File: config.mk
export PLATFORM = sky130hd
export DESIGN_NAME = crrt_match
export DESIGN_NICKNAME = d
export VERILOG_FILES = /design/src/design/crrt_pkg.sv /design/src/design/crrt_match.sv
export SDC_FILE = /design/constraint.sdc
export NUM_CORES = 1
export LEC_CHECK = 0
export ABC_AREA = 1
export BUFFER_PORTS_ARGS = -buffer_cell sky130_fd_sc_hd__buf_4
export CORE_AREA = 2 2 172 132
export DETAILED_ROUTE_END_ITERATION = 16
export DIE_AREA = 0 0 174 134
export PLACE_DENSITY = 0.7
export RECOVER_POWER = 100
export SLEW_MARGIN = 10
export SYNTH_ARGS = -nofsm -noshare
export SYNTH_HDL_FRONTEND = slang
export SYNTH_SLANG_ARGS = --single-unit
File: constraint.sdc
create_clock -name clk -period 16 [get_ports clk]
set_input_delay 2.4 -clock clk [delete_from_list [all_inputs] [get_ports clk]]
set_output_delay 2.4 -clock clk [all_outputs]
set_load 0.005 [all_outputs]
File: src/design/crrt_pkg.sv
// Shared types and constants for the chained range remap table.
`default_nettype none

package crrt_pkg;

  localparam int NUM_STAGES_DFLT        = 7;
  localparam int ENTRIES_PER_STAGE_DFLT = 64;
  localparam int WORD_W                 = 32;

  typedef enum logic [1:0] {
    STAT_OK   = 2'd0,
    STAT_DUP  = 2'd1,
    STAT_FULL = 2'd2,
    STAT_ZERO = 2'd3
  } status_t;

  typedef enum logic [0:0] {
    OP_INSERT    = 1'b0,
    OP_TRANSLATE = 1'b1
  } op_t;

  typedef enum logic [1:0] {
    S_IDLE,
    S_INS_SCAN,
    S_TR_SCAN,
    S_FINISH
  } state_t;

  typedef struct packed {
    logic [WORD_W-1:0] src;
    logic [WORD_W-1:0] dst;
    logic [WORD_W-1:0] len;
  } entry_t;

  // Sequencer controls for the match unit
  typedef struct packed {
    logic clr;
    logic load;
    logic proc;
    logic apply;
    logic ins_mode;
  } mctl_t;

endpackage

`default_nettype wire

File: src/design/crrt_match.sv
// Shared compare/select unit: best-entry tracking, remap and duplicate check.
`default_nettype none

module crrt_match (
  input  wire logic                         clk,
  input  wire logic                         rst_n,
  input  wire crrt_pkg::mctl_t              ctl,
  input  wire logic [crrt_pkg::WORD_W-1:0]  query,
  input  wire logic [crrt_pkg::WORD_W-1:0]  key,
  input  wire crrt_pkg::entry_t             rd_entry,
  output logic      [crrt_pkg::WORD_W-1:0]  value,
  output logic                              dup
);

  localparam int W = crrt_pkg::WORD_W;

  logic [W-1:0] val_r, val_nxt;
  logic [W-1:0] best_src_r, best_src_nxt;
  logic [W-1:0] best_dst_r, best_dst_nxt;
  logic         found_r, found_nxt;
  logic         dup_r, dup_nxt;
  logic         covers;
  logic         better;
  logic         take;

  always_comb begin
    // entry end >= value  <=>  src + len > value, taken on 33 bits
    covers = ({1'b0, rd_entry.src} + {1'b0, rd_entry.len}) > {1'b0, val_r};
    better = !found_r || (rd_entry.src < best_src_r);
    take   = ctl.proc && !ctl.ins_mode && covers && better;

    val_nxt = val_r;
    if (ctl.load) begin
      val_nxt = query;
    end else if (ctl.apply && found_r && (val_r >= best_src_r)) begin
      val_nxt = best_dst_r + (val_r - best_src_r);
    end

    best_src_nxt = take ? rd_entry.src : best_src_r;
    best_dst_nxt = take ? rd_entry.dst : best_dst_r;

    found_nxt = found_r;
    dup_nxt   = dup_r;
    if (ctl.clr) begin
      found_nxt = 1'b0;
      dup_nxt   = 1'b0;
    end else begin
      if (take) begin
        found_nxt = 1'b1;
      end
      if (ctl.proc && ctl.ins_mode && (rd_entry.src == key)) begin
        dup_nxt = 1'b1;
      end
    end
  end

  always_ff @(posedge clk) begin
    if (!rst_n) begin
      found_r <= 1'b0;
      dup_r   <= 1'b0;
    end else begin
      found_r <= found_nxt;
      dup_r   <= dup_nxt;
    end
    val_r      <= val_nxt;
    best_src_r <= best_src_nxt;
    best_dst_r <= best_dst_nxt;
  end

  assign value = val_r;
  assign dup   = dup_r;

endmodule

`default_nettype wire

# Word level (Yosys, flattened, before mapping)

Index checks and enable logic that the tools add are counted.

Flip-flop bits (word level): 98
Bits of input ports: 167
Output and inout port bits: 33
Word-level logic and storage cells: 27

Add/subtract/negate cells: 3
Order comparisons: 3
Eq/ne operators: 1
Multiplexer cells: 2
Bitwise logic cells: 1
Reductions and logical operators: 12

Operator list:

| cell                | count |
|---|---|
| $mux W32            | 2 |
| $add A32 B32 Y33    | 1 |
| $gt A33 B32 Y1      | 1 |
| $add A32 B32 Y32    | 1 |
| $eq A32 B32 Y1      | 1 |
| $ge A32 B32 Y1      | 1 |
| $lt A32 B32 Y1      | 1 |
| $sub A32 B32 Y32    | 1 |
| $logic_and A1 B1 Y1 | 7 |
| $logic_not A1 Y1    | 2 |
| $reduce_bool A2 Y1  | 1 |
| $reduce_or A2 Y1    | 1 |
| $logic_or A1 B1 Y1  | 1 |
| $not A1 Y1          | 1 |

# Logic depth before layout (Yosys ltp)

Gate-level depths: netlist of run 1.

Depth in word-level cells: 4
Depth in mapped cells: 27
Mapped depth without buffers: 27

# Worst setup path before layout of run 1

Ideal clock, no wire load.

Path type: input to register
Start point: input port rd_entry[0] in the netlist's numbering
End point: register best_dst_r[0], enable pin
Setup time: 0.487 ns
Data arrival time: 7.559 ns
Data required time: 15.513 ns
Path slack: 7.954 ns
Cell stages on the path: 25
Path buffers: 0
Cell sequence: ha_1 inv_1 fa_1 nand3b_1 nand2_2 a21oi_2 inv_1 nand2_1 nand3_2 a21oi_4 o21bai_2 nand2_1 nand3_1 nand2_1 ha_1 nand2_1 nor4_1 nand2_1 nand2_1 nand2_1 nand2_1 nand2_1 nand2_1 nand2_1 nor2_1

Word-level cells in the longest chain between the ends: 4

Ends and longest elaborated chain:

| what                             | RTL line         | source |
|---|---|---|
| start, declared                  | crrt_match.sv:10 | `input wire crrt_pkg::entry_t rd_entry,` |
| $add A32 B32 Y33                 | crrt_match.sv:28 | `covers = ({1'b0, rd_entry.src} + {1'b0, rd_entry.len}) > {1'b0, val_r};` |
| $gt A33 B32 Y1                   | crrt_match.sv:28 |  |
| $logic_and A1 B1 Y1 (2 in a row) | crrt_match.sv:30 | `take = ctl.proc && !ctl.ins_mode && covers && better;` |
| via take                         | crrt_match.sv:24 | `logic take;` |
| end signal, assigned             | crrt_match.sv:67 | `best_dst_r <= best_dst_nxt;` |
| end, declared                    | crrt_match.sv:19 | `logic [W-1:0] best_dst_r, best_dst_nxt;` |

The timed path passes the listed nets, and every way through them passes these cells.
A chain may end at the register's enable or synchronous reset.

# Worst setup path after layout of run 1

Start point: input port rd_entry[67] in the netlist's numbering
End point: register best_dst_r[4], enable pin

Word-level cells in the longest chain between the ends: 4
Elaborated cells between the ends (all ways): 6
Classes of those cells: 1 x add/sub; 2 x order compare; 3 x reduce/logical

Ends and longest elaborated chain:

| what                    | RTL line |
|---|---|
| $add A32 B32 Y33        | crrt_match.sv:28 |
| $gt A33 B32 Y1          | crrt_match.sv:28 |
| $logic_and A1 B1 Y1     | crrt_match.sv:30 |
| $logic_and A1 B1 Y1 (*) | crrt_match.sv:30 |
| via take                | crrt_match.sv:24 |

Mark *: on every way through the listed nets, which the timed path passes. The rest lies on a longest branch.

==> results of run 1 <==
cells in the mapped netlist, drive strengths merged (9+ instances only):
cell type / instances / share of area (%)
inv: 256 / 9.0
xor2: 51 / 4.2
nand2: 259 / 9.3
nor3: 16 / 0.80
nand4: 11 / 0.64
o21a: 10 / 0.70
xnor2: 17 / 1.4
o21ai: 63 / 3.2
edfxtp: 96 / 27
ha: 159 / 19
a21o: 11 / 0.77
fa: 32 / 6.0
a21oi: 134 / 6.9
nor2: 108 / 3.8
nor4: 11 / 0.64
nand3: 54 / 2.7
a31oi: 9 / 0.53
or2: 14 / 0.82
worst register-to-register path, delay by kind of cell (launching register included):
kind | cells | cell delay (ns)
adders and majority gates | 1 | 0.32
and+or+nand+nor | 14 | 1.18
DFF | 1 | 0.47
buffers and inverters | 2 | 2.84
state kept, by name, indices dropped and copies added, names as in the netlist:
register and cells:
found_r 1, value 32, dup 1, best_src_r 32, best_dst_r 32
kinds of logic (layout without fill, tap and decap cells):
logic type	Yosys count	after routing	synth area share [%]
DFF	98	98	27.3
buffers and inverters	263	474	9.26
and+or+nand+nor	482	482	19.2
adders and majority gates	191	191	24.6
xor gates and xnor gates	68	68	5.57
AOI/OAI and AO/OA	251	251	14.0
area by class of cell:
class	count	area [sq um]
multi-input combinational	992	6760
fill	2069	8970
inverter	257	965
clock inverter	6	88.8
clock buffer	10	229
sequential	98	2920
timing repair buffer	201	1340
tap	294	368
path summary, 6_finish.rpt:
kind,startpoint,end,slack [ns],cells past startpoint
setup / recovery,rd_entry[67],best_dst_r[4]$_DFFE_PP_,7.44,26
hold / removal,dup$_SDFFE_PP0P_,dup$_SDFFE_PP0P_,0.46,2
setup reg to reg,value[11]$_DFFE_PP_,best_dst_r[4]$_DFFE_PP_,10.66,17
hold reg to reg,dup$_SDFFE_PP0P_,dup$_SDFFE_PP0P_,0.46,2
metal layers:
metal | vias to the layer above | track usage [%]
li1 | 4925 | -
met1 | 4508 | 43.5
met2 | 443 | 41.1
met3 | 38 | 4.73
met4 | 0 | 7.10
met5 | - | 0
power groups by stage:
stage	registers [mW]	logic, mW	clock network [mW]
after CTS	0.376	0.891	0.243
after detailed placement	0.380	0.884	0
after global routing	0.382	1.01	0.252
after global placement	0.381	0.863	0
after floorplan	0.363	0.618	0
final	0.380	0.891	0.242
==> key figures, run 1 <==
Status
  – Run status: finished with violations
  – Failing checks: max-capacitance violations, max-slew violations

Global routing
  – Vias in the first global route: 9442
  – First-pass GRT wire length: 50500 microns
  – Initial antenna violation count: 0
  – GRT Total Usage: 28.3%
  – Grt ovf: 0
  – Largest net degree at the start of global routing: 65

Logic synthesis
  – Sequential element share of the synthesized area: 27.3%
  – Synth warn: 0
  – #FFs+latches synth: 98
  – Count of different cell masters after synthesis: 50
  – Mapped Cells: 1353
  – Mapped Avg Cell Area: 7.90 sq um
  – Prevailing post-synth register cell: edfxtp_1
  – Mapped Area: 10700 sq um
  – Post-synth EDFFs: 96
  – Async set or reset register ratio after synthesis: 0%
  – Syn_nets: 1711

Floorplan
  – Die height: 134 microns
  – Die X: 174 microns
  – # IOs: 200
  – Initial Util: 49.4%
  – Die area: 23300 sq um
  – Area of the core: 21600 sq um
  – Row count: 47

Timing
  – Worst-margin pin slew: 3.80 ns
  – WHS: 0.464 ns
  – Finish-stage setup viols: 0
  – Max transition margin: -154%
  – Final period util: 53.5%
  – TNS Setup: 0 ns
  – Unrepaired setup endpoints after global routing: no
  – Hold Vio Cnt, Final: 0
  – Worst Skew: 0.00908 ns
  – Final min period: 8.56 ns
  – Fmax: 117 MHz
  – Final WS setup: 7.44 ns
  – Slew Viols, Final: 137

Drt
  – Vias per inst: 5.34
  – Initial drt markers: 1060
  – Wl on met1: 15800 microns
  – Post-Route WL: 32800 microns
  – Routed WL per cell: 17.6 microns
  – DR pass1 iterations: 5
  – Top routing layer in use: met4
  – WL met2: 13400 microns
  – WL met3: 2970 microns
  – Antenna viol nets, final: 0
  – Vias: 9914
  – Drc violations: 0

Setup path
  – CP delay by family, top: buffers and inverters
  – Worst setup SP type: primary input
  – WP data required: 15.88 ns
  – Crit Path Class: primary input to register
  – Bufs and invs on worst path: 3
  – Critical Path Fanout Max: 64
  – Setup crit end kind: register
  – Worst path most repeated cell: nand2_1
  – Arrival @ worst endpoint: 8.44 ns
  – Max stage delay cell, worst path: clkbuf_1
  – Slowest stage delay, CP: 2.67 ns

Finish
  – Final core utilization: 58.6%
  – Most frequent cells in the layout: 255 x inv_1, 253 x nand2_1, 159 x ha_1
  – Final std cells w/o fill: 1858
  – Commonest non-fill, non-tap cell in the layout: inv_1
  – Nets: 1917
  – Antenna cells: 0
  – Syn-to-layout area delta: 18.5%
  – Final Cell Area: 12700 sq um
  – Share of cells above drive strength 1: 13.7%

Placement
  – Placed cells: 1842
  – GPL Wtd Cong: 0.992
  – Worst slack at placement: 9.50 ns
  – IO Port Bufs: 199
  – Post-DP Area: 12600 sq um
  – Dpl hpwl: 27400 microns

Power
  – NetSw: 698 uW
  – Sw Ratio: 46.1%
  – Peak supply drop: 0.0679 mV
  – Clock network fraction of total power: 16.0%
  – PD cells: 119 nW/um^2
  – Pwr Total: 1.51 mW
  – Leakage: 6.24 nW
  – P_int: 814 uW
  – Combinational power share: 58.9%
  – Sequential share of power: 25.1%

Clock network
  – CTS Hold Bufs: 0
  – CTS Buffer Depth: 2
  – H-tree depth: 3
  – Clk_lat worst skew: 0.36 ns
  – # resized after CTS: 0
  – Post-CTS setup buffer count: 0
  – Clk Tree Root Cell: clkbuf_16
  – Clk sinks: 98
  – Num CTS Buffers: 9
  – Worst-path clk slew: 0.07 ns
  – CTS tree: yes

Flow run
  – Max_cap viols: 3

Worst hold path
  – Hold Path Class: register to register
(Power assumes the default switching activity.)
==> run 2, diff against run 1 <==
- ABC_AREA: 1 -> 0
- CORE_AREA: 2 2 172 132 -> 2 2 165 127
- DIE_AREA: 0 0 174 134 -> 0 0 167 129
- PLACE_DENSITY: 0.7 -> 0.74
- clock period: 16 -> 6.9 ns (I/O delays scaled with it)
==> run 2 against run 1 <==
  * The run still ends with max-capacitance violations, max-slew violations left
  * Die area decreased by 7.6%
  * Via count decreased by 14%
  * Sequential power increased to 2.6 times the previous value
  * Largest cell class unchanged
  * Flip-flop and latch count unchanged
  * Non-clock buffer count increased by 2
  * Hold slack improved by 0.047 ns
  * Highest routed layer unchanged
  * Combinational power increased to 3.3 times the previous value
  * Largest power group unchanged
==> key figures, run 2 <==
Finish
  – Syn-to-layout area delta: 20.2%
  – Commonest non-fill, non-tap cell in the layout: inv_1
  – Largest regs: best_dst_r x32, best_src_r x32, value x32
  – Share of cells above drive strength 1: 15.4%
  – Final core utilization: 59.2%
  – Nets: 1598
  – Most frequent cells in the layout: 175 x inv_1, 159 x ha_1, 103 x buf_4
  – Filler cells: 1770
  – Antenna cells: 0

Logic synthesis
  – Mapped Avg Cell Area: 9.47 sq um
  – Async set or reset register ratio after synthesis: 0%
  – Mapped Area: 9790 sq um
  – Cell taking the most area after synthesis: edfxtp_1
  – Synth top area share: 29.4%
  – Count of different cell masters after synthesis: 57
  – Post-synth EDFFs: 96
  – Count leader, synth: inv_1
  – Sequential element share of the synthesized area: 29.8%
  – #FFs+latches synth: 98
  – Most frequent cells after synthesis: 175 x inv_1, 159 x ha_1, 96 x edfxtp_1
  – Synth warn: 0
  – Prevailing post-synth register cell: edfxtp_1
  – Syn_nets: 1392
  – Area contributors post-synth: edfxtp_1 29%, ha_1 20%, inv_1 6.7%
  – Mapped Cells: 1034

Drt
  – Antenna viol nets, final: 0
  – Routed WL per cell: 19.6 microns
  – DR pass1 iterations: 4
  – Vias: 8506
  – Drc violations: 0
  – Vias per inst: 5.66
  – Post-Route WL: 29400 microns
  – Initial drt markers: 793

Clock network
  – Worst-path clk slew: 0.07 ns
  – CTS Buffer Depth: 2
  – # resized after CTS: 0
  – Post-CTS setup buffer count: 0
  – Clk_lat worst skew: 0.36 ns
  – CTS Hold Bufs: 0
  – Clk Tree Root Cell: clkbuf_16
  – H-tree depth: 3
  – CTS tree: yes
  – Clk sinks: 98
  – Num CTS Buffers: 9

Status
  – Failing checks: max-capacitance violations, max-slew violations
  – Run status: finished with violations

Setup path
  – Arrival @ worst endpoint: 6.21 ns
  – Crit Path Class: primary input to register
  – Critical Path Fanout Max: 39
  – Setup crit end kind: register
  – Setup slack, reg-to-reg: 2.61 ns
  – Worst reg2reg path depth: 13
  – WP data required: 6.89 ns
  – Worst setup SP type: primary input
  – R2r endpoint: value[29]$_DFFE_PP_
  – Reg2reg start: value[1]$_DFFE_PP_

Global routing
  – Largest net degree at the start of global routing: 63
  – Vias in the first global route: 8330
  – Grt ovf: 0
  – GRT Total Usage: 27.6%
  – Initial antenna violation count: 0
  – First-pass GRT wire length: 45500 microns

Floorplan
  – Die area: 21500 sq um
  – # IOs: 200
  – Row count: 45
  – Die height: 129 microns
  – Die X: 167 microns
  – Area of the core: 19900 sq um
  – Initial Util: 49.3%

Timing
  – Slew Viols, Final: 63
  – Worst Skew: 0.00840 ns
  – TNS Setup: 0 ns
  – Worst-margin pin slew: 2.51 ns
  – Finish-stage setup viols: 0
  – Final period util: 90.1%
  – WHS: 0.511 ns
  – Max transition margin: -67.4%
  – Final min period: 6.21 ns
  – Hold Vio Cnt, Final: 0
  – Unrepaired setup endpoints after global routing: no
  – Fmax: 161 MHz

Placement
  – IO Port Bufs: 199
  – GPL Wtd Cong: 0.922
  – Dpl hpwl: 24500 microns

Flow run
  – Max_cap viols: 1

Power
  – Peak supply drop: 0.186 mV
  – PD cells: 385 nW/um^2
  – Leakage: 5.69 nW

Worst hold path
  – Hold Path Cell Cnt: 2
  – Hold Path End: dup$_SDFFE_PP0P_
  – Hold Path Class: register to register
  – Hold Path Origin: dup$_SDFFE_PP0P_
[run 2: cell count changes in the layout (fill, tap and decap cells not counted), moves of 8 or more]
cell	change
nand2_1	-190
inv_1	-80
nor2_1	-71
a21oi_1	-52
a21o_1	+39
nand3_1	-37
xnor2_1	+28
o21ai_0	+16
nor2b_1	+15
nand2b_1	+11
nand4_1	+11
a21oi_2	-10
a211oi_1	+8
[run 2: routing by layer]
layer  wire length (microns)  global-route usage, %  vias to the layer above  share of wire [%]
li1                        -                      -                     4089                  -
met1                   14100                   41.1                     4040                 48
met2                   12600                   41.5                      353                 43
met3                    2490                   5.97                       24                8.5
met4                     322                   5.22                        0                1.1
met5                       0                      0                        -                  0
[run 2: worst max-delay path: stages]
cell	delay (ns)
clkbuf_1	0.18
ha_1	0.24
inv_1	0.07
fa_1	0.41
nand2b_1	0.16
a21oi_1	0.28
a21oi_1	0.16
o21ai_0	0.50
a21oi_1	0.19
o21ai_1	0.39
nand2_1	0.13
a311o_1	0.34
xnor2_1	0.13
ha_1	0.29
nand3_1	0.13
nor4_1	0.07
and3_1	0.18
a21oi_1	0.09
o21ai_0	0.12
a311oi_1	0.37
and3b_2	0.24
buf_4	0.45
[run 2: worst max-delay path by stage]
stage / cells after the start / to / startpoint / slack [ns]
after global placement: 22 / best_src_r[13]$_DFFE_PP_ / rd_entry[64] / 0.73
final: 22 / best_src_r[13]$_DFFE_PP_ / rd_entry[64] / 0.69
after global routing: 22 / best_src_r[13]$_DFFE_PP_ / rd_entry[64] / 0.20
after floorplan: 20 / best_dst_r[0]$_DFFE_PP_ / rd_entry[0] / 0.45
after detailed placement: 22 / best_dst_r[13]$_DFFE_PP_ / rd_entry[64] / 0.55
after CTS: 22 / best_src_r[13]$_DFFE_PP_ / rd_entry[64] / 0.90
[run 2: report_power, final]
part | internal [mW] | leakage [nW] | switching [mW]
sequential | 0.870 | 0.923 | 0.133
clock | 0.314 | 0.153 | 0.236
combinational | 1.26 | 4.61 | 1.72
[run 2: area by class of cell]
class                      count  area (sq um)  area share, %
timing repair buffer         203          1370           11.7
clock inverter                 6          82.6          0.702
multi-input combinational    753          6180           52.6
inverter                     175           657           5.58
sequential                    98          2920           24.8
clock buffer                   9           225           1.91
tap                          258           323           2.74
[run 2: kinds of logic after synthesis]
family / after synthesis / synth area share [%]
AO/OA/AOI/OAI: 263 / 17.2
AND/OR/NAND/NOR: 203 / 10.4
adder cells (fa/ha/maj): 191 / 26.9
buffers and inverters: 183 / 7.01
flip-flops: 98 / 29.8
XOR/XNOR: 91 / 8.14
multiplexers: 5 / 0.562
[run 2: metrics by stage]
stage | std cells | instance area [sq um] | power [mW] | setup WS (ns)
6_report | 1502 | 11800 | 4.53 | 0.686
5_1_grt | 1502 | 11800 | 4.93 | 0.199
4_1_cts | 1502 | 11900 | 4.52 | 0.899
3_5_place_dp | 1487 | 11600 | 3.93 | 0.545
3_3_place_gp | 1487 | 11600 | 3.88 | 0.730
2_1_floorplan | 1034 | 9790 | 3.02 | 0.447
==> run 3, diff against run 2 <==
- CELL_PAD_IN_SITES_DETAIL_PLACEMENT: not set -> 1
- CELL_PAD_IN_SITES_GLOBAL_PLACEMENT: not set -> 2
- CORE_AREA: 2 2 165 127 -> 2 2 209 159
- DIE_AREA: 0 0 167 129 -> 0 0 211 161
- PLACE_DENSITY: 0.74 -> 0.75
- RECOVER_POWER: 100 -> not set
==> run 3 against run 2 <==
  * The flow now finishes without violations
  * Combinational power up 3%
  * Cell count increased by 11%
  * Global-route usage fell by 7.0 points
  * Die area is 58% higher
  * Sequential share of layout area decreased by 0.77 points
  * Final area up 3.2%
  * Register-to-register slack lost 0.50 ns
  * Sequential power about the same
  * Flip-flop and latch count unchanged
  * Clock skew increased by 0.0085 ns
  * Count of clock-buffer cells in the layout is 2 higher
  * Clock power shrank 0.7%
==> key figures, run 3 (same netlist as run 2, synthesis figures left out) <==
Drt
  – Routed WL per cell: 20.6 microns
  – DR pass1 iterations: 5
  – Vias per inst: 4.97
  – Post-Route WL: 34300 microns
  – Vias: 8249
  – Antenna viol nets, final: 0
  – Drc violations: 0
  – Initial drt markers: 414

Status
  – Run status: finished clean

Timing
  – Slew Viols, Final: 0
  – Final period util: 83.3%
  – WHS: 0.520 ns
  – TNS Setup: 0 ns
  – Final min period: 5.75 ns
  – Worst-margin pin slew: 0.811 ns
  – Max transition margin: 45.5%
  – Hold Vio Cnt, Final: 0
  – Finish-stage setup viols: 0
  – Fmax: 174 MHz
  – Unrepaired setup endpoints after global routing: no
  – Worst Skew: 0.0169 ns

Worst hold path
  – Hold Path Class: register to register

Clock network
  – CTS Buffer Depth: 2
  – Clk sinks: 98
  – H-tree depth: 3
  – Num CTS Buffers: 9
  – Post-CTS setup buffer count: 0
  – CTS tree: yes
  – Worst-path clk slew: 0.07 ns
  – CTS Hold Bufs: 0
  – Clk Tree Root Cell: clkbuf_16
  – # resized after CTS: 0
  – Clk_lat worst skew: 0.38 ns

Finish
  – Syn-to-layout area delta: 24.0%
  – FF/Latch Area: 2920 sq um
  – Commonest non-fill, non-tap cell in the layout: buf_4
  – Share of cells above drive strength 1: 18.8%
  – Most frequent cells in the layout: 205 x buf_4, 175 x inv_1, 159 x ha_1
  – Largest regs: best_dst_r x32, best_src_r x32, value x32
  – Multi-input gate area: 6190 sq um
  – Filler cells: 3713
  – Antenna cells: 0
  – Nets: 1601

Setup path
  – Worst setup SP type: primary input
  – Arrival @ worst endpoint: 5.75 ns
  – Setup crit end kind: register
  – Slowest stage delay, CP: 0.47 ns
  – Critical Path Fanout Max: 32
  – Worst path most repeated cell: buf_4
  – Crit Path Class: primary input to register
  – WP data required: 6.91 ns
  – CP cell instances: buf_4 > ha_1 > a21o_1 > a221o_1 > a21oi_1 > o21ai_0 > buf_4 > a21bo_2 > a21oi_1 > nor2b_1 > o41a_1 > xor2_1 > ha_1 > nand4_1 > a2111oi_0 > o21ai_0 > a311oi_1 > and3b_2 > buf_4
  – Max stage delay cell, worst path: a2111oi_0

Floorplan
  – Die height: 161 microns
  – Die X: 211 microns
  – Area of the core: 32000 sq um
  – # IOs: 200
  – Row count: 57
  – Initial Util: 30.6%
  – Die area: 34000 sq um

Global routing
  – GRT Total Usage: 20.6%
  – First-pass GRT wire length: 52200 microns
  – Grt ovf: 0
  – Initial antenna violation count: 0
  – Vias in the first global route: 8768
  – Largest net degree at the start of global routing: 43

Power
  – PD cells: 382 nW/um^2
  – Leakage: 5.85 nW
  – Peak supply drop: 0.137 mV
  – Pwr Total: 4.64 mW

Placement
  – IO Port Bufs: 199
  – GPL Wtd Cong: 0.866
  – Dpl hpwl: 29200 microns

Flow run
  – Max_cap viols: 0
-- run 3: cell types whose count changed in the layout (fill, tap and decap cells not counted) --
cell,before,now
inv_6,0,1
bufinv_16,2,1
clkinv_1,1,0
o41ai_2,0,1
o41ai_1,2,1
clkinvlp_4,0,2
buf_12,0,1
buf_4,103,205
clkinv_2,2,0
clkbuf_4,60,0
clkbuf_1,40,2
-- run 3: critical path: cells and delay by family --
kind,cells,cell delay [ns]
compound gates,10,2.61
buf+inv,3,0.71
fa+ha+maj,2,0.65
simple gates,3,0.54
xor+xnor,1,0.15
-- run 3: per-stage QoR --
stage | setup WS, ns | cell area (sq um) | util [%] | std cells
floorplan | 0.447 | 9790 | - | 1034
detailed placement | 0.721 | 11800 | 37.0 | 1645
global route | 0.591 | 12100 | 37.9 | 1661
global placement | 0.940 | 11800 | 37.0 | 1645
CTS | 1.13 | 12100 | 37.9 | 1661
finish | 1.15 | 12100 | 37.9 | 1661
-- run 3: final cells by class --
cell class	instances	share of cell area [%]
sequential	98	24.1
inverter	175	5.41
tap	413	4.26
clock inverter	5	0.515
clock buffer	11	1.92
timing repair buffer	206	12.8
multi-input combinational	753	51.0
-- run 3: routing by layer --
| layer | global-route usage, % | part of all wire (%) | vias up |
|---|---|---|---|
| met5 | 0 | 0 | - |
| met4 | 4.58 | 1.4 | 0 |
| met3 | 2.88 | 3.7 | 26 |
| met2 | 30.5 | 42 | 174 |
| met1 | 31.5 | 53 | 3969 |
| li1 | - | - | 4080 |
-- run 3: path summary, 6_finish.rpt --
check	from	endpoint	slack [ns]	cells after the start
min reg2reg	dup$_SDFFE_PP0P_	dup$_SDFFE_PP0P_	0.52	2
max	rd_entry[71]	best_dst_r[15]$_DFFE_PP_	1.15	19
min	dup$_SDFFE_PP0P_	dup$_SDFFE_PP0P_	0.52	2
max reg2reg	value[1]$_DFFE_PP_	value[29]$_DFFE_PP_	2.11	13
-- run 3: report_power, final --
part / internal [mW] / switching [mW] / leakage (nW) / total, mW
Sequential: 0.868 / 0.147 / 0.923 / 1.02
Combinational: 1.29 / 1.79 / 4.79 / 3.08
Clock: 0.284 / 0.261 / 0.136 / 0.546
